[config.mk]
export PLATFORM = sky130hd
export DESIGN_NAME = cossim_front
export DESIGN_NICKNAME = d
export VERILOG_FILES = /design/src/design/cossim_pkg.sv /design/src/design/cossim_front.sv
export SDC_FILE = /design/constraint.sdc
export NUM_CORES = 2
export LEC_CHECK = 0
export ABC_AREA = 1
export BUFFER_PORTS_ARGS = -buffer_cell sky130_fd_sc_hd__clkbuf_2
export CORE_MARGIN = 4
export CORE_UTILIZATION = 60
export DETAILED_ROUTE_END_ITERATION = 8
export PLACE_DENSITY = 0.87
export SETUP_SLACK_MARGIN = 0.4
export SLEW_MARGIN = 40
export SYNTH_ARGS = -nofsm -noshare
export SYNTH_HDL_FRONTEND = slang
export SYNTH_SLANG_ARGS = --single-unit
[constraint.sdc]
create_clock -name aclk -period 10 [get_ports aclk]
set_clock_uncertainty 0.05 [all_clocks]
set_input_delay 2.5 -clock aclk [delete_from_list [all_inputs] [get_ports aclk]]
set_output_delay 2.5 -clock aclk [all_outputs]
set_load 0.005 [all_outputs]
[src/design/cossim_pkg.sv]
`default_nettype none
package cossim_pkg;

    localparam int SUM_W = 48;
    localparam int ROOT_W = 24;
    localparam int PROD_W = 48;
    localparam int QUEUE_DEPTH = 2;
    localparam int QUEUE_AW = 1;
    localparam int ONE_Q14 = 16384;

    typedef struct packed {
        logic signed [15:0] left_element;
        logic signed [15:0] right_element;
        logic               last_element;
    } in_word_t;

    typedef struct packed {
        logic signed [15:0] similarity;
        logic               zero_norm;
    } out_word_t;

    // One finished vector, handed from the accumulator to the divide engine.
    typedef struct packed {
        logic signed [SUM_W-1:0] dot_sum;
        logic signed [SUM_W-1:0] left_norm_sum;
        logic signed [SUM_W-1:0] right_norm_sum;
    } job_t;

    function automatic logic signed [SUM_W-1:0] sat_add(
        input logic signed [SUM_W-1:0] acc,
        input logic signed [31:0]      term
    );
        logic signed [SUM_W:0] s;
        s = {acc[SUM_W-1], acc} + {{(SUM_W-31){term[31]}}, term};
        if (s[SUM_W] != s[SUM_W-1]) begin
            return s[SUM_W] ? {1'b1, {(SUM_W-1){1'b0}}} : {1'b0, {(SUM_W-1){1'b1}}};
        end
        return s[SUM_W-1:0];
    endfunction

endpackage
`default_nettype wire

[src/design/cossim_front.sv]
`default_nettype none
module cossim_front (
    input  wire logic               aclk,
    input  wire logic               aresetn,
    input  wire cossim_pkg::in_word_t s_word,
    input  wire logic               s_valid,
    output logic                    s_ready,
    output cossim_pkg::job_t        job,
    output logic                    job_valid,
    input  wire logic               job_ready
);

    // Products are registered before they reach the saturating adders.
    logic signed [31:0] dot_prod_reg, left_prod_reg, right_prod_reg;
    logic               prod_valid_reg, prod_last_reg;
    logic signed [cossim_pkg::SUM_W-1:0] dot_reg, left_reg, right_reg;
    logic signed [cossim_pkg::SUM_W-1:0] dot_next, left_next, right_next;
    logic               stall;

    // The stage holding a last product can only move if the queue has room.
    assign stall = prod_valid_reg && prod_last_reg && !job_ready;
    assign s_ready = !stall;

    assign dot_next   = cossim_pkg::sat_add(dot_reg, dot_prod_reg);
    assign left_next  = cossim_pkg::sat_add(left_reg, left_prod_reg);
    assign right_next = cossim_pkg::sat_add(right_reg, right_prod_reg);

    assign job.dot_sum        = dot_next;
    assign job.left_norm_sum  = left_next;
    assign job.right_norm_sum = right_next;
    assign job_valid = prod_valid_reg && prod_last_reg;

    always_ff @(posedge aclk) begin
        if (!aresetn) begin
            prod_valid_reg <= 1'b0;
            prod_last_reg  <= 1'b0;
            dot_reg   <= '0;
            left_reg  <= '0;
            right_reg <= '0;
        end else if (!stall) begin
            prod_valid_reg <= s_valid;
            prod_last_reg  <= s_word.last_element;
            if (prod_valid_reg) begin
                if (prod_last_reg) begin
                    dot_reg   <= '0;
                    left_reg  <= '0;
                    right_reg <= '0;
                end else begin
                    dot_reg   <= dot_next;
                    left_reg  <= left_next;
                    right_reg <= right_next;
                end
            end
        end
    end

    always_ff @(posedge aclk) begin
        if (!stall) begin
            dot_prod_reg   <= s_word.left_element * s_word.right_element;
            left_prod_reg  <= s_word.left_element * s_word.left_element;
            right_prod_reg <= s_word.right_element * s_word.right_element;
        end
    end

endmodule
`default_nettype wire

# After elaboration in Yosys (flattened, before gate mapping)
# Cells that the tools add are included.
# W data, S select, Z words.
[totals] regBits=242 inputBits=37 wordCells=38
[op_classes] add_sub_neg=3 n_mul=3 eq_ne=3 muxes=15 n_bitwise=1 reduce_logical=5
[op_table] operator="$mux W48" n=12
[op_table] operator="$add A48 B32 Y49" n=3
[op_table] operator="$mul A16 B16 Y32" n=3
[op_table] operator="$mux W1" n=3
[op_table] operator="$ne A1 B1 Y1" n=3
[op_table] operator="$logic_and A1 B1 Y1" n=2
[op_table] operator="$logic_not A1 Y1" n=2
[op_table] operator="$reduce_and A2 Y1" n=1
[op_table] operator="$not A1 Y1" n=1

# Logic depth before layout (Yosys ltp)
[logic_depth] word_depth=5 depth_mapped=27 mapped_depth_nobuf=25

# Worst setup path after synthesis
# Ideal clock, no wire load.
[synth_path] path_type="in2reg" start="input s_word[32] (netlist name)" end="register dot_prod_reg[28], data pin" setup_time_ns=0.262 t_arrival_ns=7.847 path_slack_ns=1.840 path_stages=20 n_path_buf=2 path_cell_list="clkbuf_1 -> buf_1 -> nand2_1 -> inv_1 -> fa_1 -> fa_1 -> fa_1 -> fa_1 -> fa_1 -> inv_1 -> fa_1 -> inv_1 -> ha_1 -> nand2_1 -> nor3_1 -> nand3_1 -> nand3_1 -> a21o_1 -> a21oi_1 -> xor2_1"
[synth_via] elab_chain_cells=1
[synth_lines] element="start, declared" line_no="cossim_front.sv:5" rtl="input wire cossim_pkg::in_word_t s_word,"
[synth_lines] element="$mul A16 B16 Y32" line_no="cossim_front.sv:59" rtl="dot_prod_reg <= s_word.left_element * s_word.right_element;"
[synth_lines] element="end signal, assigned" line_no="cossim_front.sv:59"
[synth_lines] element="end, declared" line_no="cossim_front.sv:14" rtl="logic signed [31:0] dot_prod_reg, left_prod_reg, right_prod_reg;"
# Every way passes these cells.
# A chain may end at the register's enable or synchronous reset.

# Worst setup path in the final report
[layout_path] start="input s_word[2] (netlist name)" end="register right_prod_reg[26], data pin"
[layout_via] elab_chain_cells=1
[layout_lines] element="$mul A16 B16 Y32" line_no="cossim_front.sv:61" rtl="right_prod_reg <= s_word.right_element * s_word.right_element;"
[layout_lines] element="end signal, assigned" line_no="cossim_front.sv:61"
[layout_lines] element="end, declared" line_no="cossim_front.sv:14"
# Every way passes these cells.

==> results.tsv <==
stage	metric	value	unit
critical_path	crit_arrival	8.81	ns
die	row_count	105	
logic_synthesis	ys_types	53	
final_layout	nets	7948	
clocking	cts.path.max_buffers	3	
final_layout	final_area	52400	um2
detailed_routing	wirelength	139000	um
placed_design	io_buffers	182	
grt	grt_antenna_before_repair	1	
timing	min_period	8.52	ns
die	core_area	82200	um2
critical_path	cp_top_family	adder cells	
logic_synthesis	syn-num-nets	7902	
critical_path	crit_top_cell	fa_1	
detailed_routing	firstDrtPassIters	6	
placed_design	hpwlAfterDp	115000	um
logic_synthesis	synthCells	6727	
hold_path	whs_path_depth	2	
job	max_cap_viol_count	0	
logic_synthesis	synth_area	49900	um2
final_layout	regArea	5750	um2
clocking	cts_tree	built	
timing	setup_viol	0	
detailed_routing	drc	0	
logic_synthesis	async_flop_share	0	%
hold_path	worstHoldEndpoint	dot_reg[41]	
logic_synthesis	seq_area_frac_synth	11.5	%
clocking	htreeDepth	1	
critical_path	cp_slowest_cell	fa_1	
die	pin_count	183	
logic_synthesis	ys_seq_elements	240	
clocking	cts_buffers	30	
grt	grt_pass1_wl	226000	um
clocking	cts_root_buffer	clkbuf_16	
critical_path	critPathCaptureType	register	
die	start_util	60.6	%
critical_path	required	10.29	ns
logic_synthesis	synth_ff_type	dfxtp_1	
grt	grt_max_degree	99	
grt	grt_usage	32.0	%
clocking	clk-insertion-delay-late	0.61	ns
detailed_routing	vias_per_cell	5.47	
logic_synthesis	yosys.area.top_type	fa_1	
timing	tightest_slew	0.890	ns
logic_synthesis	synthTopCellsByArea	fa_1 (29%), nand2_1 (14%), inv_1 (12%)	
logic_synthesis	syn_area_per_cell	7.41	um2
clocking	cts.clk_slew.worst_paths	0.06	ns
final_layout	syn2layout_area_growth	5.16	%
final_layout	drive_gt1_share	8.95	%
critical_path	crit_fanout	33	
detailed_routing	vias	43034	
critical_path	slowest_delay	0.79	ns
timing	tns	0	ns
critical_path	crit_chain	clkbuf_2 > nand2_1 > inv_1 > fa_1 > fa_1 > fa_1 > fa_1 > fa_1 > inv_1 > fa_1 > inv_1 > ha_1 > nand2_1 > nor4_1 > o21ai_0 > nand3_1 > nand3_1 > nand2_1 > a21oi_1 > xnor2_1	
final_layout	instances_no_fill	7869	
detailed_routing	wl_per_cell	17.6	um
critical_path	r2r_slack	5.80	ns
placed_design	post_dp_cell_area	51400	um2
clocking	ctsHoldBuffers	0	
final_layout	nFillCells	7031	
timing	report.final.slew_viol_count	0	
clocking	cts_sinks	240	
hold_path	hp-start	dot_reg[41]	
die	die_y	296	um
die	die_w	296	um
clocking	cts_setup_buffers	0	
critical_path	worst-r2r-cell-count	15	
timing	max_clock_freq	117	MHz
timing	grt_setup_unrepaired	false	
logic_synthesis	synth-edff-count	94	
critical_path	critical_path_class	in2reg	
timing	hold_violations	0	
clocking	ctsResizeCount	0	
die	die_area	87800	um2
critical_path	startpoint_type	primary input	
final_layout	multi_input_area	37300	um2
grt	grt_pass1_vias	44501	
final_layout	mostFrequentLayoutCell	nand2_1	
placed_design	gp_congestion	1.04	
timing	max-slew-margin-rel	40.7	%
critical_path	rr_endpoint	left_reg[11]	
final_layout	final_util	63.8	%
final_layout	mostFrequentLayoutCells	nand2_1 (1,803), inv_1 (1,560), fa_1 (730)	
placed_design	dp_cells	7809	
detailed_routing	ant_nets	0	
logic_synthesis	ys_warn_count	0	
logic_synthesis	yosys.area.top_type_share	29.3	%
critical_path	cp_num_buf_inv	4	
timing	fin_crit_sh	85.2	%
hold_path	hp-class	reg2reg	
grt	grt-ovfl-total	0	
critical_path	r2r_start	left_prod_reg[31]	
status	status	finished clean	
detailed_routing	drt_iter0_markers	3381	
layout make-up:
cell class                      count  share of cell area [%]
Multi-Input combinational cell   4712                    71.0
Clock buffer                       37                    1.56
Timing Repair Buffer              201                    2.13
Sequential cell                   240                    11.0
Tap cell                         1070                    2.55
Clock inverter                     19                   0.358
Antenna cell                        2                 0.00954
Inverter                         1588                    11.4
logic make-up after synthesis:
kind of cell / share of synthesized area (%)
xor+xnor: 3.97
flops: 11.5
fa+ha+maj: 39.5
compound gates: 8.77
buf+inv: 13.8
simple gates: 22.4
worst reg2reg max path, delay by kind of cell, from the launching register on:
kind	cells	cell delay, ns
simple gates	7	1.28
buf+inv	3	0.89
compound gates	4	0.84
flops	1	0.61
fa+ha+maj	1	0.39
per-layer routing:
metal,track usage [%],wire length [um],vias to the layer above
met4,11.5,5380,0
met3,4.32,11200,333
met5,0,0,-
met1,43.2,57400,20589
met2,53.4,64600,1821
li1,-,-,20291
worst max-delay path by stage:
stage                           from                 end  slack, ns  cells after the start
after global routing       s_word[2]  right_prod_reg[26]       1.20                     20
after floorplan           s_word[32]    dot_prod_reg[28]       1.84                     20
final                      s_word[2]  right_prod_reg[26]       1.48                     20
after detailed placement   s_word[2]  right_prod_reg[26]       1.06                     20
after CTS                  s_word[2]  right_prod_reg[26]       1.67                     20
after global placement     s_word[7]  right_prod_reg[26]       1.16                     22
synthesized netlist by cell type, types with 9 or more instances:
cell type	n
ha_1	408
nand4_1	74
nor3_1	40
clkbuf_1	140
a21o_1	14
nor2_2	22
o21ai_2	36
a21oi_1	334
o21ai_0	128
edfxtp_1	94
buf_2	16
buf_6	13
nor4_1	10
dfxtp_1	146
nor2_1	376
xnor2_1	114
a31oi_1	9
nand2_2	101
inv_2	25
inv_1	1561
nand3_1	135
a21oi_2	91
o21a_1	11
o21bai_1	56
nand2_4	48
nand2_1	1804
xor2_1	112
fa_1	730
through the flow:
stage	worst slack, ns	hold slack [ns]
6_report	1.48	0.418
3_5_place_dp	1.06	0.412
5_1_grt	1.20	0.439
3_3_place_gp	1.16	0.406
4_1_cts	1.67	0.420
2_1_floorplan	1.84	0.399
Power is not shown: default switching activity piles up to over one toggle a cycle in this logic, so the estimate is an artifact.
