File: src/design/cossim_pkg.sv
`default_nettype none
package cossim_pkg;

    localparam int SUM_W = 48;
    localparam int ROOT_W = 24;
    localparam int PROD_W = 48;
    localparam int QUEUE_DEPTH = 2;
    localparam int QUEUE_AW = 1;
    localparam int ONE_Q14 = 16384;

    typedef struct packed {
        logic signed [15:0] left_element;
        logic signed [15:0] right_element;
        logic               last_element;
    } in_word_t;

    typedef struct packed {
        logic signed [15:0] similarity;
        logic               zero_norm;
    } out_word_t;

    // One finished vector, handed from the accumulator to the divide engine.
    typedef struct packed {
        logic signed [SUM_W-1:0] dot_sum;
        logic signed [SUM_W-1:0] left_norm_sum;
        logic signed [SUM_W-1:0] right_norm_sum;
    } job_t;

    function automatic logic signed [SUM_W-1:0] sat_add(
        input logic signed [SUM_W-1:0] acc,
        input logic signed [31:0]      term
    );
        logic signed [SUM_W:0] s;
        s = {acc[SUM_W-1], acc} + {{(SUM_W-31){term[31]}}, term};
        if (s[SUM_W] != s[SUM_W-1]) begin
            return s[SUM_W] ? {1'b1, {(SUM_W-1){1'b0}}} : {1'b0, {(SUM_W-1){1'b1}}};
        end
        return s[SUM_W-1:0];
    endfunction

endpackage
`default_nettype wire

File: src/design/cossim_back.sv
`default_nettype none
module cossim_back (
    input  wire logic              aclk,
    input  wire logic              aresetn,
    input  wire cossim_pkg::job_t  job,
    input  wire logic              job_valid,
    output logic                   job_ready,
    output cossim_pkg::out_word_t  m_word,
    output logic                   m_valid,
    input  wire logic              m_ready
);

    typedef enum logic [4:0] {
        ST_IDLE = 5'b00001,
        ST_SQRT = 5'b00010,
        ST_MUL  = 5'b00100,
        ST_DIV  = 5'b01000,
        ST_OUT  = 5'b10000
    } state_t;

    localparam int NUM_W = cossim_pkg::SUM_W + 14;

    state_t state_reg;
    logic [5:0] step_reg;
    logic [cossim_pkg::SUM_W-1:0] lrem_reg, rrem_reg, lval_reg, rval_reg;
    logic [cossim_pkg::ROOT_W-1:0] lroot_reg, rroot_reg;
    logic [cossim_pkg::PROD_W-1:0] prod_reg;
    logic [NUM_W-1:0] num_reg, quo_reg;
    logic [cossim_pkg::PROD_W:0] drem_reg;
    logic neg_reg;
    logic [cossim_pkg::ROOT_W+1:0] l_trial, r_trial, l_rem2, r_rem2;
    logic [cossim_pkg::PROD_W:0] d_shift;
    logic [cossim_pkg::SUM_W-1:0] mag;
    logic [15:0] q_clamped;

    // Restoring square root, one result bit per cycle for both norms at once.
    always_comb begin
        l_rem2  = {lrem_reg[cossim_pkg::ROOT_W-1:0], lval_reg[47:46]};
        r_rem2  = {rrem_reg[cossim_pkg::ROOT_W-1:0], rval_reg[47:46]};
        l_trial = {lroot_reg, 2'b01};
        r_trial = {rroot_reg, 2'b01};
        d_shift = {drem_reg[cossim_pkg::PROD_W-1:0], num_reg[NUM_W-1]};
    end

    assign mag = job.dot_sum[cossim_pkg::SUM_W-1] ? -job.dot_sum : job.dot_sum;
    assign q_clamped = (quo_reg > NUM_W'(cossim_pkg::ONE_Q14)) ? 16'(cossim_pkg::ONE_Q14)
                                                              : quo_reg[15:0];
    assign job_ready = state_reg == ST_IDLE;

    always_ff @(posedge aclk) begin
        if (!aresetn) begin
            state_reg <= ST_IDLE;
            m_valid   <= 1'b0;
            step_reg  <= '0;
        end else begin
            case (state_reg)
                ST_IDLE: begin
                    if (job_valid) begin
                        if (job.left_norm_sum <= 0 || job.right_norm_sum <= 0) begin
                            m_word.similarity <= '0;
                            m_word.zero_norm  <= 1'b1;
                            m_valid   <= 1'b1;
                            state_reg <= ST_OUT;
                        end else begin
                            lval_reg  <= job.left_norm_sum;
                            rval_reg  <= job.right_norm_sum;
                            lrem_reg  <= '0;
                            rrem_reg  <= '0;
                            lroot_reg <= '0;
                            rroot_reg <= '0;
                            num_reg   <= {mag, 14'b0};
                            neg_reg   <= job.dot_sum[cossim_pkg::SUM_W-1];
                            step_reg  <= '0;
                            state_reg <= ST_SQRT;
                        end
                    end
                end
                ST_SQRT: begin
                    lval_reg <= lval_reg << 2;
                    rval_reg <= rval_reg << 2;
                    if ({2'b0, l_rem2} >= {2'b0, l_trial}) begin
                        lrem_reg  <= cossim_pkg::SUM_W'(l_rem2 - l_trial);
                        lroot_reg <= {lroot_reg[cossim_pkg::ROOT_W-2:0], 1'b1};
                    end else begin
                        lrem_reg  <= cossim_pkg::SUM_W'(l_rem2);
                        lroot_reg <= {lroot_reg[cossim_pkg::ROOT_W-2:0], 1'b0};
                    end
                    if ({2'b0, r_rem2} >= {2'b0, r_trial}) begin
                        rrem_reg  <= cossim_pkg::SUM_W'(r_rem2 - r_trial);
                        rroot_reg <= {rroot_reg[cossim_pkg::ROOT_W-2:0], 1'b1};
                    end else begin
                        rrem_reg  <= cossim_pkg::SUM_W'(r_rem2);
                        rroot_reg <= {rroot_reg[cossim_pkg::ROOT_W-2:0], 1'b0};
                    end
                    if (step_reg == 6'(cossim_pkg::ROOT_W - 1)) begin
                        state_reg <= ST_MUL;
                    end
                    step_reg <= step_reg + 1'b1;
                end
                ST_MUL: begin
                    prod_reg  <= lroot_reg * rroot_reg;
                    drem_reg  <= '0;
                    quo_reg   <= '0;
                    step_reg  <= '0;
                    state_reg <= ST_DIV;
                end
                ST_DIV: begin
                    // Restoring division, one quotient bit per cycle.
                    num_reg <= num_reg << 1;
                    if (d_shift >= {1'b0, prod_reg}) begin
                        drem_reg <= d_shift - {1'b0, prod_reg};
                        quo_reg  <= {quo_reg[NUM_W-2:0], 1'b1};
                    end else begin
                        drem_reg <= d_shift;
                        quo_reg  <= {quo_reg[NUM_W-2:0], 1'b0};
                    end
                    step_reg <= step_reg + 1'b1;
                    if (step_reg == 6'(NUM_W - 1)) begin
                        state_reg <= ST_OUT;
                    end
                end
                ST_OUT: begin
                    if (!m_valid) begin
                        m_word.similarity <= neg_reg ? -q_clamped : q_clamped;
                        m_word.zero_norm  <= 1'b0;
                        m_valid <= 1'b1;
                    end else if (m_ready) begin
                        m_valid   <= 1'b0;
                        state_reg <= ST_IDLE;
                    end
                end
                default: state_reg <= ST_IDLE;
            endcase
        end
    end

endmodule
`default_nettype wire

File: config.mk
export PLATFORM = sky130hd
export DESIGN_NAME = cossim_back
export DESIGN_NICKNAME = d
export VERILOG_FILES = /design/src/design/cossim_pkg.sv /design/src/design/cossim_back.sv
export SDC_FILE = /design/constraint.sdc
export NUM_CORES = 2
export LEC_CHECK = 0
export BUFFER_PORTS_ARGS = -buffer_cell sky130_fd_sc_hd__buf_2
export CORE_UTILIZATION = 50
export DETAILED_ROUTE_END_ITERATION = 8
export PLACE_DENSITY_LB_ADDON = 0.1
export SKIP_LAST_GASP = 1
export SLEW_MARGIN = 10
export SYNTH_ARGS = -nofsm -noshare
export SYNTH_HDL_FRONTEND = slang
export SYNTH_SLANG_ARGS = --single-unit
File: constraint.sdc
create_clock -name aclk -period 15.35 [get_ports aclk]
set_clock_uncertainty 0.15 [all_clocks]
set_input_delay 3.07 -clock aclk [delete_from_list [all_inputs] [get_ports aclk]]
set_output_delay 3.07 -clock aclk [all_outputs]
set_load 0.01 [all_outputs]
**Yosys cells after proc, flatten, opt, wreduce, memory -nomap -nowiden**

Index checks and enable logic that the tools add are counted.
W data, S select, Z words.

- Output and inout bits: 19
- Bits of input ports: 148
- Register bits: 442
- Word-level logic and storage cells: 108

- Bitwise gates (word level): 1
- Mux-type cells: 47
- $lt $le $gt $ge: 6
- $add $sub $neg: 6
- Multiply operators: 1
- Reductions and logical operators: 16
- Eq/ne operators: 15

Operator list:

| operator | number |
|---|---|
| $mux W48 | 6 |
| $pmux W48 S2 | 3 |
| $pmux W62 S2 | 2 |
| $pmux W24 S2 | 4 |
| $mux W24 | 6 |
| $mux W62 | 2 |
| $le A48 B1 Y1 const B | 2 |
| $gt A62 B15 Y1 const B | 1 |
| $ge A26 B26 Y1 | 2 |
| $mux W17 | 3 |
| $ge A49 B48 Y1 | 1 |
| $mul A24 B24 Y48 | 1 |
| $neg A48 Y48 | 1 |
| $sub A24 B24 Y24 | 2 |
| $sub A48 B48 Y48 | 1 |
| $pmux W17 S2 | 1 |
| $mux W16 | 2 |
| $mux W5 | 6 |
| $pmux W5 S5 | 1 |
| $pmux W6 S3 | 1 |
| $neg A16 Y16 | 1 |
| $ne A2 B2 Y1 const B | 7 |
| $mux W6 | 2 |
| $reduce_and A4 Y1 | 3 |
| other kinds (19) | 31 |

**Logic depth before layout (Yosys ltp)**

- Word-level depth: 6
- Depth in mapped cells: 29
- Depth with buffers taken out: 26

**Worst setup path before layout**

No wires, ideal clock.

- Path type: input port to flip-flop
- Start: input port job[3] in the netlist's numbering
- End: register lrem_reg[0] in the netlist's numbering, enable pin
- Setup time: 0.747 ns
- Data required time: 14.453 ns
- Arrival time: 11.760 ns
- Path buffers: 0
- Setup slack: 2.693 ns
- Stages: 7
- Cells stage by stage: nor4_1 nand4_1 nor3_1 nor4_1 and2_1 nor2_1 nor2_1

- Word-level cells in the longest chain between the ends: 4

Ends and longest elaborated chain:

| item | line | RTL |
|---|---|---|
| from (decl) | cossim_back.sv:5 | `input wire cossim_pkg::job_t job,` |
| $le A48 B1 Y1 | cossim_back.sv:59 | `if (job.left_norm_sum <= 0 \|\| job.right_norm_sum <= 0) begin` |
| $logic_or A1 B1 Y1 | cossim_back.sv:59 |  |
| $ne A2 B2 Y1 (no source line) | - |  |
| $reduce_and A4 Y1 (no source line) | - |  |
| to (signal assigned) | cossim_back.sv:82 | `lrem_reg <= cossim_pkg::SUM_W'(l_rem2 - l_trial);` |
| to (signal assigned) | cossim_back.sv:85 | `lrem_reg <= cossim_pkg::SUM_W'(l_rem2);` |
| to (decl) | cossim_back.sv:25 | `logic [cossim_pkg::SUM_W-1:0] lrem_reg, rrem_reg, lval_reg, rval_reg;` |

No other way between the ends.
A chain may end at the register's enable or synchronous reset.

**Worst setup path in the final report**

- Start: register lroot_reg[6] in the netlist's numbering
- End: register prod_reg[44] in the netlist's numbering, data pin

- Word-level cells in the longest chain between the ends: 1

Ends and longest elaborated chain:

| item | line | RTL |
|---|---|---|
| from (decl) | cossim_back.sv:26 | `logic [cossim_pkg::ROOT_W-1:0] lroot_reg, rroot_reg;` |
| from (signal assigned) | cossim_back.sv:83 | `lroot_reg <= {lroot_reg[cossim_pkg::ROOT_W-2:0], 1'b1};` |
| from (signal assigned) | cossim_back.sv:86 | `lroot_reg <= {lroot_reg[cossim_pkg::ROOT_W-2:0], 1'b0};` |
| $mul A24 B24 Y48 | cossim_back.sv:101 | `prod_reg <= lroot_reg * rroot_reg;` |
| to (signal assigned) | cossim_back.sv:101 |  |
| to (decl) | cossim_back.sv:27 | `logic [cossim_pkg::PROD_W-1:0] prod_reg;` |

No other way between the ends.

==> results_dict.tcl <==
set metrics [dict create \
    status "complete, no violations" \
    clk_path_buf_depth 3 \
    ys_warn_count 0 \
    vias_per_cell 5.55 \
    grt_antenna_before_repair 2 \
    rows 105 \
    die_area_mm2 0.0853 \
    hpwl_mm 83.6 \
    hold_violations 0 \
    nets 5492 \
    setup_tns_ps 0 \
    ant_nets 0 \
    antenna_cells 0 \
    wl_met3_mm 8.48 \
    overflow 0 \
    vias 31600 \
    port_buffers 166 \
    hp-class "reg2reg" \
    crit_chain "clkinv_1, nor2_1, fa_1, fa_1, inv_1, fa_1, inv_1, fa_1, fa_1, fa_1, inv_1, fa_1, inv_1, ha_1, nand2_1, a2111oi_0, o41ai_1, o31ai_1, a21oi_1, a41oi_1, or3_1, a31oi_1, o21ai_0, xor2_1" \
    yosysTopAreaCellShare 0.297 \
    pin_count 167 \
    slowest_delay_ps 750 \
    syn_nets 5447 \
    synth_flop_cell "edfxtp_1" \
    drv_slew 0 \
    yosysMostFrequentCell "nand2_1" \
    seq_area_frac_synth 0.303 \
    pre_cts_ws_ps 6700 \
    cts_buffers 53 \
    async_reset_ff_frac 0 \
    cts_setup_buffers 0 \
    tightestPinTransition_ps 1120 \
    synth_edf_count 416 \
    largest_register_ff_count 62 \
    synth_cell_types 77 \
    period_minus_slack_ps 8790 \
    dr.pass1.iters 5 \
    cts.sinks 428 \
    syn_to_final_growth_pct 8.58 \
    ys_top_cells_by_count "nand2_1, inv_1, fa_1, nor2_1, edfxtp_1" \
    clockRootBuffer "clkbuf_16" \
    gp_congestion 0.945 \
    clock.fmax_ghz 0.114 \
    grt_max_degree 190 \
    drc_errors 0 \
    met2WireLength_mm 51.2 \
    cpMostUsedCell "fa_1" \
    period_share 0.572 \
    coreArea_mm2 0.0826 \
    syn-cell-area_mm2 0.0420 \
    setup_viol 0 \
    clock_latency_ps 660 \
    ys_seq_elements 428 \
    grt_pass1_vias 31700 \
    cts-resized-gates 0 \
    cts_max_level 2 \
    drt_wl_total_mm 113 \
    syn_inst 4538 \
    critPathKind "reg2reg" \
    routedWlPerCell_um 19.8 \
    grt_pass1_wl_mm 178 \
    dr.max_layer_used "met5" \
    yosysTopAreaCell "edfxtp_1" \
    endpoint_kind "register" \
    dpl.cell_count 5598 \
    cts_tree "built" \
    synthTopCellsByArea "edfxtp_1, fa_1, ha_1" \
    stdcell_count 5697 \
    die-height_um 292 \
    fp.dieW_um 292 \
    cp_data_arrival_time_ps 9010 \
    crit_required_ps 15570 \
    path_clk_slew_ps 70 \
    wl_met1_mm 49.5 \
    cap_viol_max_count 0 \
    cts_hold_buffers 0 \
    crit_path_start_kind "register" \
    rsz0062_at_grt "no" \
    cp_max_fo 17 \
    setup_ws_ps 6560 \
    crit_slowest_cell "clkinv_1" \
    floorplan.initialDensity 0.509 \
    slew_headroom 0.254 \
    hold_ws_ps 357 \
    drive_above_1_share 0.0696 \
    grt_usage 0.267 \
    first_iter_violations 2293 \
    syn_area_per_cell_um2 9.27 \
]
## worst max-delay path, delay by kind of cell (launching register included)
family	cells	cell delay, ps
AND/OR/NAND/NOR	3	600
XOR/XNOR	1	100
adder cells (fa/ha/maj)	8	3830
AO/OA/AOI/OAI	7	2190
buffers and inverters	5	960
flip-flops	1	650
## final cells by class
class | count | area, um2
Clock inverter | 44 | 572
Fill cell | 7576 | 37000
Multi-Input combinational cell | 3219 | 26000
Clock buffer | 55 | 1330
Tap cell | 1070 | 1340
Timing Repair Buffer | 202 | 1130
Inverter | 679 | 2550
Sequential cell | 428 | 12700
## logic make-up (layout without fill, tap and decap cells)
family,after synthesis,count (layout),share of synthesized area
compound gates,596,596,0.0903
xor+xnor,173,173,0.0360
fa+ha+maj,761,761,0.313
buf+inv,891,980,0.0796
flops,428,428,0.303
mux,38,38,0.00905
simple gates,1651,1651,0.169
## layout by cell type (no fill, tap or decap), drive strengths merged, types with 15 or more instances in the layout
cell type and n:
fa 483, o21ai 145, o21a 28, o31ai 26, or3 15, nand2 801
nand4 43, mux2i 38, a211oi 31, and2 75, a21o 77, ha 278
nor2b 22, xnor2 69, a21oi 159, inv 678, or4 17, nand2b 19
buf 202, clkinv 28, a31oi 20, clkbuf 55, nor4 46, edfxtp 416
and3 22, xor2 104, nand3 47, nor2 480, nor3 35
## through the flow
| stage | area [um2] | util |
|---|---|---|
| 3_3_place_gp | 43700 | 0.529 |
| 3_5_place_dp | 43700 | 0.529 |
| 6_report | 45700 | 0.552 |
| 5_1_grt | 45700 | 0.552 |
| 2_1_floorplan | 42000 | - |
| 4_1_cts | 45700 | 0.552 |
## metal layers
metal	up-vias	track usage
met2	1099	0.425
met1	15400	0.372
li1	14900	-
met5	-	0
met3	199	0.0462
met4	2	0.0818
## worst paths after layout
| path | startpoint | to | slack [ps] | cells after the start |
|---|---|---|---|---|
| max | lroot_reg[6]$_SDFFCE_PN0P_ | prod_reg[44]$_DFFE_PP_ | 6560 | 24 |
| min | lval_reg[4]$_DFFE_PP_ | lval_reg[6]$_DFFE_PP_ | 360 | 2 |
| min reg2reg | lval_reg[4]$_DFFE_PP_ | lval_reg[6]$_DFFE_PP_ | 360 | 2 |
| max reg2reg | lroot_reg[6]$_SDFFCE_PN0P_ | prod_reg[44]$_DFFE_PP_ | 6560 | 24 |
Power is left out: the tool's default activity adds up to more than one toggle a clock period on the data nets, which glitch-free logic cannot reach.
