--- src/design/cossim_pkg.sv ---
`default_nettype none
package cossim_pkg;

    localparam int SUM_W = 48;
    localparam int ROOT_W = 24;
    localparam int PROD_W = 48;
    localparam int QUEUE_DEPTH = 2;
    localparam int QUEUE_AW = 1;
    localparam int ONE_Q14 = 16384;

    typedef struct packed {
        logic signed [15:0] left_element;
        logic signed [15:0] right_element;
        logic               last_element;
    } in_word_t;

    typedef struct packed {
        logic signed [15:0] similarity;
        logic               zero_norm;
    } out_word_t;

    // One finished vector, handed from the accumulator to the divide engine.
    typedef struct packed {
        logic signed [SUM_W-1:0] dot_sum;
        logic signed [SUM_W-1:0] left_norm_sum;
        logic signed [SUM_W-1:0] right_norm_sum;
    } job_t;

    function automatic logic signed [SUM_W-1:0] sat_add(
        input logic signed [SUM_W-1:0] acc,
        input logic signed [31:0]      term
    );
        logic signed [SUM_W:0] s;
        s = {acc[SUM_W-1], acc} + {{(SUM_W-31){term[31]}}, term};
        if (s[SUM_W] != s[SUM_W-1]) begin
            return s[SUM_W] ? {1'b1, {(SUM_W-1){1'b0}}} : {1'b0, {(SUM_W-1){1'b1}}};
        end
        return s[SUM_W-1:0];
    endfunction

endpackage
`default_nettype wire

--- src/design/cossim_queue.sv ---
`default_nettype none
module cossim_queue (
    input  wire logic             aclk,
    input  wire logic             aresetn,
    input  wire cossim_pkg::job_t wr_job,
    input  wire logic             wr_valid,
    output logic                  wr_ready,
    output cossim_pkg::job_t      rd_job,
    output logic                  rd_valid,
    input  wire logic             rd_ready
);

    cossim_pkg::job_t entry_reg [cossim_pkg::QUEUE_DEPTH];
    logic [cossim_pkg::QUEUE_AW-1:0] wr_ptr_reg, rd_ptr_reg;
    logic [cossim_pkg::QUEUE_AW:0]   count_reg;
    logic do_wr, do_rd;

    assign wr_ready = count_reg < (cossim_pkg::QUEUE_AW+1)'(cossim_pkg::QUEUE_DEPTH);
    assign rd_valid = count_reg != '0;
    assign rd_job   = entry_reg[rd_ptr_reg];
    assign do_wr = wr_valid && wr_ready;
    assign do_rd = rd_valid && rd_ready;

    always_ff @(posedge aclk) begin
        if (!aresetn) begin
            wr_ptr_reg <= '0;
            rd_ptr_reg <= '0;
            count_reg  <= '0;
        end else begin
            if (do_wr) wr_ptr_reg <= wr_ptr_reg + 1'b1;
            if (do_rd) rd_ptr_reg <= rd_ptr_reg + 1'b1;
            if (do_wr && !do_rd) count_reg <= count_reg + 1'b1;
            else if (do_rd && !do_wr) count_reg <= count_reg - 1'b1;
        end
    end

    always_ff @(posedge aclk) begin
        if (do_wr) entry_reg[wr_ptr_reg] <= wr_job;
    end

endmodule
`default_nettype wire

--- config.mk ---
export PLATFORM = sky130hd
export DESIGN_NAME = cossim_queue
export DESIGN_NICKNAME = d
export VERILOG_FILES = /design/src/design/cossim_pkg.sv /design/src/design/cossim_queue.sv
export SDC_FILE = /design/constraint.sdc
export NUM_CORES = 1
export LEC_CHECK = 0
export ABC_AREA = 1
export BUFFER_PORTS_ARGS = -buffer_cell sky130_fd_sc_hd__buf_2
export CORE_MARGIN = 1
export CORE_UTILIZATION = 52
export DETAILED_ROUTE_END_ITERATION = 10
export PLACE_DENSITY = 0.75
export SETUP_SLACK_MARGIN = 0.4
export SYNTH_ARGS = -nofsm -noshare
export SYNTH_HDL_FRONTEND = slang
export SYNTH_SLANG_ARGS = --single-unit
--- constraint.sdc ---
create_clock -name aclk -period 9 [get_ports aclk]
set_input_delay 1.35 -clock aclk [delete_from_list [all_inputs] [get_ports aclk]]
set_output_delay 1.35 -clock aclk [all_outputs]
set_load 0.02 [all_outputs]
== After elaboration in Yosys (flattened, before gate mapping) ==
Memories as Yosys holds them, arrays and structs flattened. A register that Yosys moved wholly into a read port is not among the register bits.
Cells that the tools add are included.
Word-level totals
  word-level logic and storage cells: 23
  bits of input ports: 148
  RAM bits: 288
  register bits after elaboration: 4
  memories: 1
Memories
  entry_reg: depth 2, width 144, rd ports 1, clocked after memory_dff 1, wr ports 1, line cossim_queue.sv:13  | cossim_pkg::job_t entry_reg [cossim_pkg::QUEUE_DEPTH];
Operators by class
  magnitude comparators: 1
  multiplexer cells: 6
  reductions and logical operators: 8
  add/sub/neg operators: 4
Operators by type and width (number)
  1-bit logical AND: 4
  1-bit 2-to-1 mux: 4
  2-bit 2-to-1 mux: 2
  2-bit nonzero test: 2
  1-bit adder, second input constant: 2
  2-bit by 1-bit adder with 2-bit output, second input constant: 1
  1-bit logical NOT: 2
  2-bit < comparator, second input constant: 1
  2-bit by 1-bit subtractor with 2-bit output, second input constant: 1

== Depth between registers and ports, before layout ==
Gate-level depths: netlist of run 1.
  word-level depth: 6
  depth in mapped cells: 10
  gate-level depth less buffers: 10

== Worst setup path before layout of run 1 ==
Ideal clock, no wire load.
  path kind: input -> register
  start point: input port wr_valid
  end point: memory entry_reg[0][0] in the netlist's numbering (enable)
  arrival time: 7444 ps
  setup slack: 907 ps
  data required time: 8350 ps
  cell stages on the path: 2
  cells stage by stage: nand2_1 nor2_1
On the way
  longest elaborated chain between the ends: 3
RTL lines
  start: declaration: line cossim_queue.sv:6  | input wire logic wr_valid,
  1-bit logical AND: line cossim_queue.sv:21  | assign do_wr = wr_valid && wr_ready;
  1-bit 2-to-1 mux: line cossim_queue.sv:38  | if (do_wr) entry_reg[wr_ptr_reg] <= wr_job;
  1-bit 2-to-1 mux (implied by the code): line cossim_queue.sv:38
  end: declaration: line cossim_queue.sv:13
Every way passes these cells.

==> metrics.md, run 1 <==
| Metric | Value |
|---|---|
| DP Cell Count | `1036` |
| Hold_sp | `rd_ptr_reg` |
| Yosys warnings | `0` |
| Largest register FFs | `288` |
| RR Startpoint | `count_reg[1]` |
| Synthesized area | `0.01086 mm^2` |
| Max-cap violations | `0` |
| Drt wl/cell | `18.29 um` |
| Synthesis-to-layout area growth | `24.38%` |
| # IOs | `294` |
| Tot Pwr | `4.015 mW` |
| ANT nets after route | `0` |
| Vias/cell | `5.067` |
| Finish-stage setup viols | `0` |
| Reg2reg path depth | `4` |
| Storage cell area | `0.008752 mm^2` |
| Hold-fix buffers, CTS | `0` |
| Clk root buf | `clkbuf_16` |
| Ratio of cells with drive above 1 in the final layout | `59.17%` |
| Worst Setup Slack, final | `4.977 ns` |
| HPWL Detailed | `13.44 mm` |
| Die width | `146.5 um` |
| Hold Crit Class | `flip-flop to flip-flop` |
| Fin cells | `1091` |
| Status | `finished, final reports clean` |
| Worst flop-to-flop path endpoint | `entry_reg[1][78]` |
| Worst-path fanout max | `57` |
| Post-CTS Resized | `0` |
| Crit path DAT | `2.67 ns` |
| Num CTS Buffers | `29` |
| Actual slew at the worst max-slew pin | `1.038 ns` |
| Antenna violations before repair | `0` |
| Hold path cells | `2` |
| Startpoint types | `flip-flop` |
| Mapped Nets | `632` |
| Max IR drop VDD | `0.2184 mV` |
| Hold Path End | `rd_ptr_reg` |
| Rows | `52` |
| Max-slew headroom | `30.81%` |
| Total Routing Usage GR | `18.29%` |
| Grt total ovfl | `0` |
| Number of global-route vias before repair | `5821` |
| First-pass DRT Iterations | `4` |
| Final Hold Fails | `0` |
| FILL cells | `1375` |
| Die Span Y | `146.5 um` |
| Syn Area/Cell | `22.48 um^2` |
| Clk_lat worst skew | `0.53 ns` |
| Placer congestion estimate | `0.7547` |
| DP Area | `0.01260 mm^2` |
| Max Fclk | `248.6 MHz` |
| Cell Pwr Density | `297.3 mW/mm^2` |
| WS Path Type | `flip-flop to output port` |
| TritonCTS clock tree | `yes` |
| Worst EP required | `7.65 ns` |
| Final Cycle Share | `44.70%` |
| Slew Viols, Final | `0` |
| Die footprint | `0.02147 mm^2` |
| Final WL | `19.95 mm` |
| Pre-CTS WS | `5.513 ns` |
| CP Capture Type | `output port` |
| Starting Density | `53.32%` |
| Core ar. | `0.02036 mm^2` |
| H-tree depth | `1` |
| Clk sink count | `293` |
| Setup slack, reg-to-reg | `6.96 ns` |
| DRC viols | `0` |
| Setup repair bufs after CTS | `0` |
| Global-route wire length before repair | `30.36 mm` |
| Register area share after synthesis | `80.56%` |
| Final clock skew | `0.01318 ns` |
| Largest net degree at the start of global routing | `79` |
| Setup TNS | `0 ns` |
| Netlist cell types | `15` |
| First DRT Iteration DRCs | `211` |
| Vias after detailed routing | `5528` |
| RSZ-0062 raised after global routing | `false` |
| Nets | `946` |
| IO Port Bufs | `293` |
| Reg clk slew, reported paths | `0.06 ns` |
| Longest Clk Path Bufs | `3` |
| Post-route cell area | `0.01351 mm^2` |
| Register bit total from synthesis | `293` |
| P_leak | `5.173 nW` |
| Synthesized instance count | `483` |
| Final min period | `4.023 ns` |
| Area of the multi-input gates | `0.001966 mm^2` |
## final cells by class
cell class	instances	share of cell area, %
Clock inverter	13	1.028
Sequential cell	293	64.80
Clock buffer	39	5.651
Tap cell	270	2.501
Timing Repair Buffer	299	11.19
Inverter	8	0.2223
Multi-Input combinational cell	166	14.55
Antenna cell	3	0.05558
## routing by layer
layer | vias up | global-route usage [%] | routed length [um]
met1 | 2705 | 22.58 | 7854
met2 | 258 | 30.95 | 9706
li1 | 2543 | - | -
met4 | 0 | 4.688 | 292
met3 | 22 | 6.188 | 2096
met5 | - | 0 | 0
## cells in the mapped netlist
master      n  area share, %
nor2_1      6           0.21
o21a_1      1          0.069
o21ai_0     2          0.092
nand2_1     8           0.28
buf_6       8           0.83
inv_1       8           0.28
mux2_2     84            8.7
ha_1        1           0.12
buf_2       8           0.37
dfxtp_1     5           0.92
mux2_4     60            8.3
nand3_1     1          0.046
nand4_1     1          0.058
a21oi_1     2          0.092
edfxtp_1  288             80
## cell families after synthesis
logic type / synth area share, %
AND/OR/NAND/NOR: 0.5876
buffers and inverters: 1.475
adder cells (fa/ha/maj): 0.1152
AO/OA/AOI/OAI: 0.2535
flip-flops: 80.56
multiplexers: 17.01
## layout by cell type, fill, tap and decap left out, drive strengths merged
cell type	n
inv	9
nor2	6
buf	299
nand3	1
o21a	1
nand4	1
o21ai	2
nand2	8
diode	3
clkbuf	39
edfxtp	288
dfxtp	5
clkinv	9
ha	1
mux2	144
bufinv	3
a21oi	2
## critical path: stages (launching register included)
cell and delay, ns:
dfxtp_4 0.65, buf_4 0.84, mux2_2 0.43, buf_2 0.16
## per-stage QoR
step                      hold slack [ns]  util, %
final                              0.5099    66.32
after global routing               0.5758    66.29
after CTS                          0.5110    66.29
after detailed placement           0.4972    61.86
after global placement             0.4837    61.86
after floorplan                    0.4590        -
## report_power, final
part	internal, mW	leakage, nW	switching [mW]	total (mW)
logic	0.429	2.01	0.636	1.06
registers	1.75	2.72	0.0652	1.82
clock network	0.677	0.442	0.455	1.13
total	2.86	5.17	1.16	4.01
## worst max path at each step
stage               from         endpoint  cells past startpoint
2_1_floorplan   wr_valid  entry_reg[0][0]                      2
3_3_place_gp   flip-flop       rd_job[24]                      3
3_5_place_dp   flip-flop       rd_job[24]                      3
4_1_cts        flip-flop       rd_job[24]                      3
5_1_grt        flip-flop       rd_job[24]                      3
6_report       flip-flop       rd_job[24]                      3
(Power assumes the default switching activity.)
==> inputs of run 2 (changes only) <==
- ABC_AREA: 1 -> 0
- clock period: 9 -> 4.1 ns (I/O delays scaled with it)
==> metrics.md, run 2 <==
| Metric | Value |
|---|---|
| Antenna violations before repair | `1 (+1)` |
| Synthesized area | `0.01085 mm^2 (about the same)` |
| Global-route wire length before repair | `30.06 mm (-1.0%)` |
| Num CTS Buffers | `30 (+3.4%)` |
| Startpoint types | `flip-flop` |
| Largest net degree at the start of global routing | `79 (unchanged)` |
| Ratio of cells with drive above 1 in the final layout | `60.54% (+1.4 points)` |
| Post-synth EDFFs | `288 (unchanged)` |
| First-pass DRT Iterations | `4 (unchanged)` |
| Final WL | `20.06 mm (+0.57%)` |
| Most frequent cells in the layout | `buf_2, edfxtp_1, mux2_2` |
| H-tree depth | `1 (unchanged)` |
| Hold_sp | `wr_job[6]` |
| Reg clk slew, reported paths | `0.06 ns (about the same)` |
| Clk root buf | `clkbuf_16` |
| Synthesized instance count | `471 (-2.5%)` |
| Setup TNS | `0 ns (unchanged)` |
| Fin cells | `1082 (-0.82%)` |
| Netlist cell types | `18 (+3)` |
| Most common cell in the netlist | `edfxtp_1` |
| Cell Pwr Density | `666.3 mW/mm^2 (+120%)` |
| Critical path cell sequence | `buf_4 -> mux2_2 -> buf_2` |
| Status | `finished, final reports clean` |
| Final min period | `3.103 ns` |
| DRC viols | `0 (unchanged)` |
| Post-synth top area share | `79.71% (about the same)` |
| P_leak | `5.214 nW (+0.79%)` |
| Hold-fix buffers, CTS | `0 (unchanged)` |
| Gate power share | `26.4% (about the same)` |
| CP Capture Type | `output port` |
| Commonest cells in the netlist | `edfxtp_1, mux2_2, mux2_4` |
| ANT nets after route | `0 (unchanged)` |
| Tot Pwr | `9.095 mW (+130%)` |
| Max stage delay cell, worst path | `dfxtp_4` |
| Final Cycle Share | `75.68%` |
| Final clock skew | `0.01061 ns (-0.002570 ns)` |
| Clk sink count | `293 (unchanged)` |
| RSZ-0062 raised after global routing | `false` |
| Setup slack, reg-to-reg | `1.94 ns (-5.02 ns)` |
| Core ar. | `0.02036 mm^2 (unchanged)` |
| Die Span Y | `146.4 um (about the same)` |
| CP max stage delay | `0.86 ns (+0.02 ns)` |
| Pre-CTS WS | `1.528 ns (-3.986 ns)` |
| Die width | `146.4 um (about the same)` |
| Hold path cells | `1 (-1)` |
| IO Port Bufs | `293 (unchanged)` |
| CP bufs+invs | `2 (unchanged)` |
| Finish-stage setup viols | `0 (unchanged)` |
| Synth Flop Type | `edfxtp_1` |
| Worst Setup Slack, final | `0.9972 ns (-3.980 ns)` |
| Nets | `936 (-1.1%)` |
| # IOs | `294 (unchanged)` |
| CP top delay family | `flip-flops` |
| Rows | `52 (unchanged)` |
| Longest Clk Path Bufs | `3 (unchanged)` |
| Synthesis-to-layout area growth | `25.82%` |
| Max IR drop VDD | `0.4251 mV (+95%)` |
| Total Routing Usage GR | `18.15% (-0.14 points)` |
| Setup repair bufs after CTS | `0 (unchanged)` |
| Vias/cell | `5.020 (-0.92%)` |
| Crit path DAT | `2.49 ns (-0.18 ns)` |
| Actual slew at the worst max-slew pin | `0.9221 ns (-0.1158 ns)` |
| Register bit total from synthesis | `293 (unchanged)` |
| Worst-path fanout max | `55 (-3.5%)` |
| Largest register FFs | `288 (unchanged)` |
| Largest cells by area after synthesis | `edfxtp_1, mux2_2, mux2_4, dfxtp_1, buf_6` |
| DP Area | `0.01263 mm^2 (+0.24%)` |
| Die footprint | `0.02144 mm^2 (about the same)` |
| HPWL Detailed | `13.54 mm (+0.75%)` |
| Cell taking the most area after synthesis | `edfxtp_1` |
| Max-slew headroom | `38.53% (+7.7 points)` |
| Post-CTS Resized | `0 (unchanged)` |
| Clock power share | `30.1% (+1.9 points)` |
| Asr flop ratio synth | `0% (unchanged)` |
| Syn Area/Cell | `23.03 um^2 (+2.5%)` |
| WS Path Type | `flip-flop to output port` |
| Drt wl/cell | `18.54 um (+1.4%)` |
| TritonCTS clock tree | `yes` |
| Hold Path End | `entry_reg[1][6]` |
| Register area share after synthesis | `80.64% (about the same)` |
| Max Fclk | `322.3 MHz` |
| Cell-internal power | `6.508 mW (+130%)` |
| RR Startpoint | `count_reg[1]` |
| Final Hold Fails | `0 (unchanged)` |
| Hold Crit Class | `input pin to flip-flop` |
| Sequential Power Share | `43.4% (-1.9 points)` |
| Max-cap violations | `0 (unchanged)` |
| Starting Density | `53.27% (about the same)` |
| Commonest non-fill, non-tap cell in the layout | `buf_2` |
| Post-route cell area | `0.01365 mm^2 (+1.1%)` |
| Placer congestion estimate | `0.7921 (+5.0%)` |
| Clk_lat worst skew | `0.53 ns (about the same)` |
| Reg2reg path depth | `3 (-1)` |
| Worst EP required | `3.48 ns (-4.17 ns)` |
| Grt total ovfl | `0 (unchanged)` |
| Worst flop-to-flop path endpoint | `entry_reg[1][85]` |
| Vias after detailed routing | `5432 (-1.7%)` |
| First DRT Iteration DRCs | `239 (+13%)` |
| NetSw | `2.587 mW (+120%)` |
| Slew Viols, Final | `0 (unchanged)` |
| Number of global-route vias before repair | `5770 (-0.88%)` |
| Sw Ratio | `28.44% (-0.36 points)` |
| Mapped Nets | `620 (-1.9%)` |
| DP Cell Count | `1025 (-1.1%)` |
| Yosys warnings | `0 (unchanged)` |
run 2: changes by cell type after synthesis, moves of 2 or more:
cell     previous run  this run
nand2_1             8         0
inv_1               8         1
nor2_1              6         0
and2_1              0         4
nor2b_1             0         3
a21oi_1             2         0
xnor2_1             0         2
run 2: power by group through the flow:
stage | clock (mW) | sequential, mW | combinational, mW
2_1_floorplan | 0 | 3.93 | 1.79
3_3_place_gp | 0 | 3.99 | 2.38
3_5_place_dp | 0 | 4.02 | 2.43
4_1_cts | 2.81 | 3.96 | 2.43
5_1_grt | 2.92 | 3.99 | 2.54
6_report | 2.74 | 3.95 | 2.41
run 2: routing by layer:
layer	track usage (%)	wire length, um	vias to the layer above
li1	-	-	2513
met1	22.23	7977	2647
met2	31.55	9997	242
met3	5.375	1756	30
met4	4.531	332	0
met5	0	0	-
run 2: worst max path at each step:
stage / start / to / slack (ns) / cells past startpoint
floorplan: wr_valid / entry_reg[0][0] / 0.60 / 2
finish: flip-flop / rd_job[126] / 1.0 / 3
global placement: flip-flop / rd_job[135] / 1.60 / 3
detailed placement: flip-flop / rd_job[141] / 1.53 / 3
CTS: flip-flop / rd_job[141] / 0.95 / 3
global route: flip-flop / rd_job[129] / 0.88 / 3
run 2: worst register-to-register path, stage by stage (launching register included):
cell and delay [ns]:
dfxtp_1 0.36, nor2b_1 0.32, and2_4 0.57, buf_4 0.53
run 2: area by class of cell:
class | instances | area [um^2]
clock buffers | 40 | 819.5
well taps | 270 | 337.8
inverters | 1 | 3.754
multi-input cells | 161 | 1977
flip-flops and latches | 293 | 8752
clock inverters | 16 | 201.4
repair buffers | 300 | 1556
diodes | 1 | 2.502
fillers | 1362 | 6714
run 2: cells by family (layout without fill, tap and decap cells):
| kind of cell | count (synthesis) | in the layout | synth area share (%) |
|---|---|---|---|
| flops | 293 | 293 | 80.64 |
| compound gates | 4 | 4 | 0.2306 |
| other cells | 0 | 1 | 0 |
| buf+inv | 17 | 357 | 1.234 |
| fa+ha+maj | 1 | 1 | 0.1153 |
| mux | 144 | 144 | 17.02 |
| simple gates | 9 | 9 | 0.5190 |
| xor+xnor | 3 | 3 | 0.2422 |
run 2: through the flow:
stage,hold slack [ns],utilization [%]
floorplan,0.4907,-
global placement,0.5073,62.01
detailed placement,0.5619,62.01
CTS,0.2468,67.02
global route,0.2427,67.02
finish,0.2668,67.03
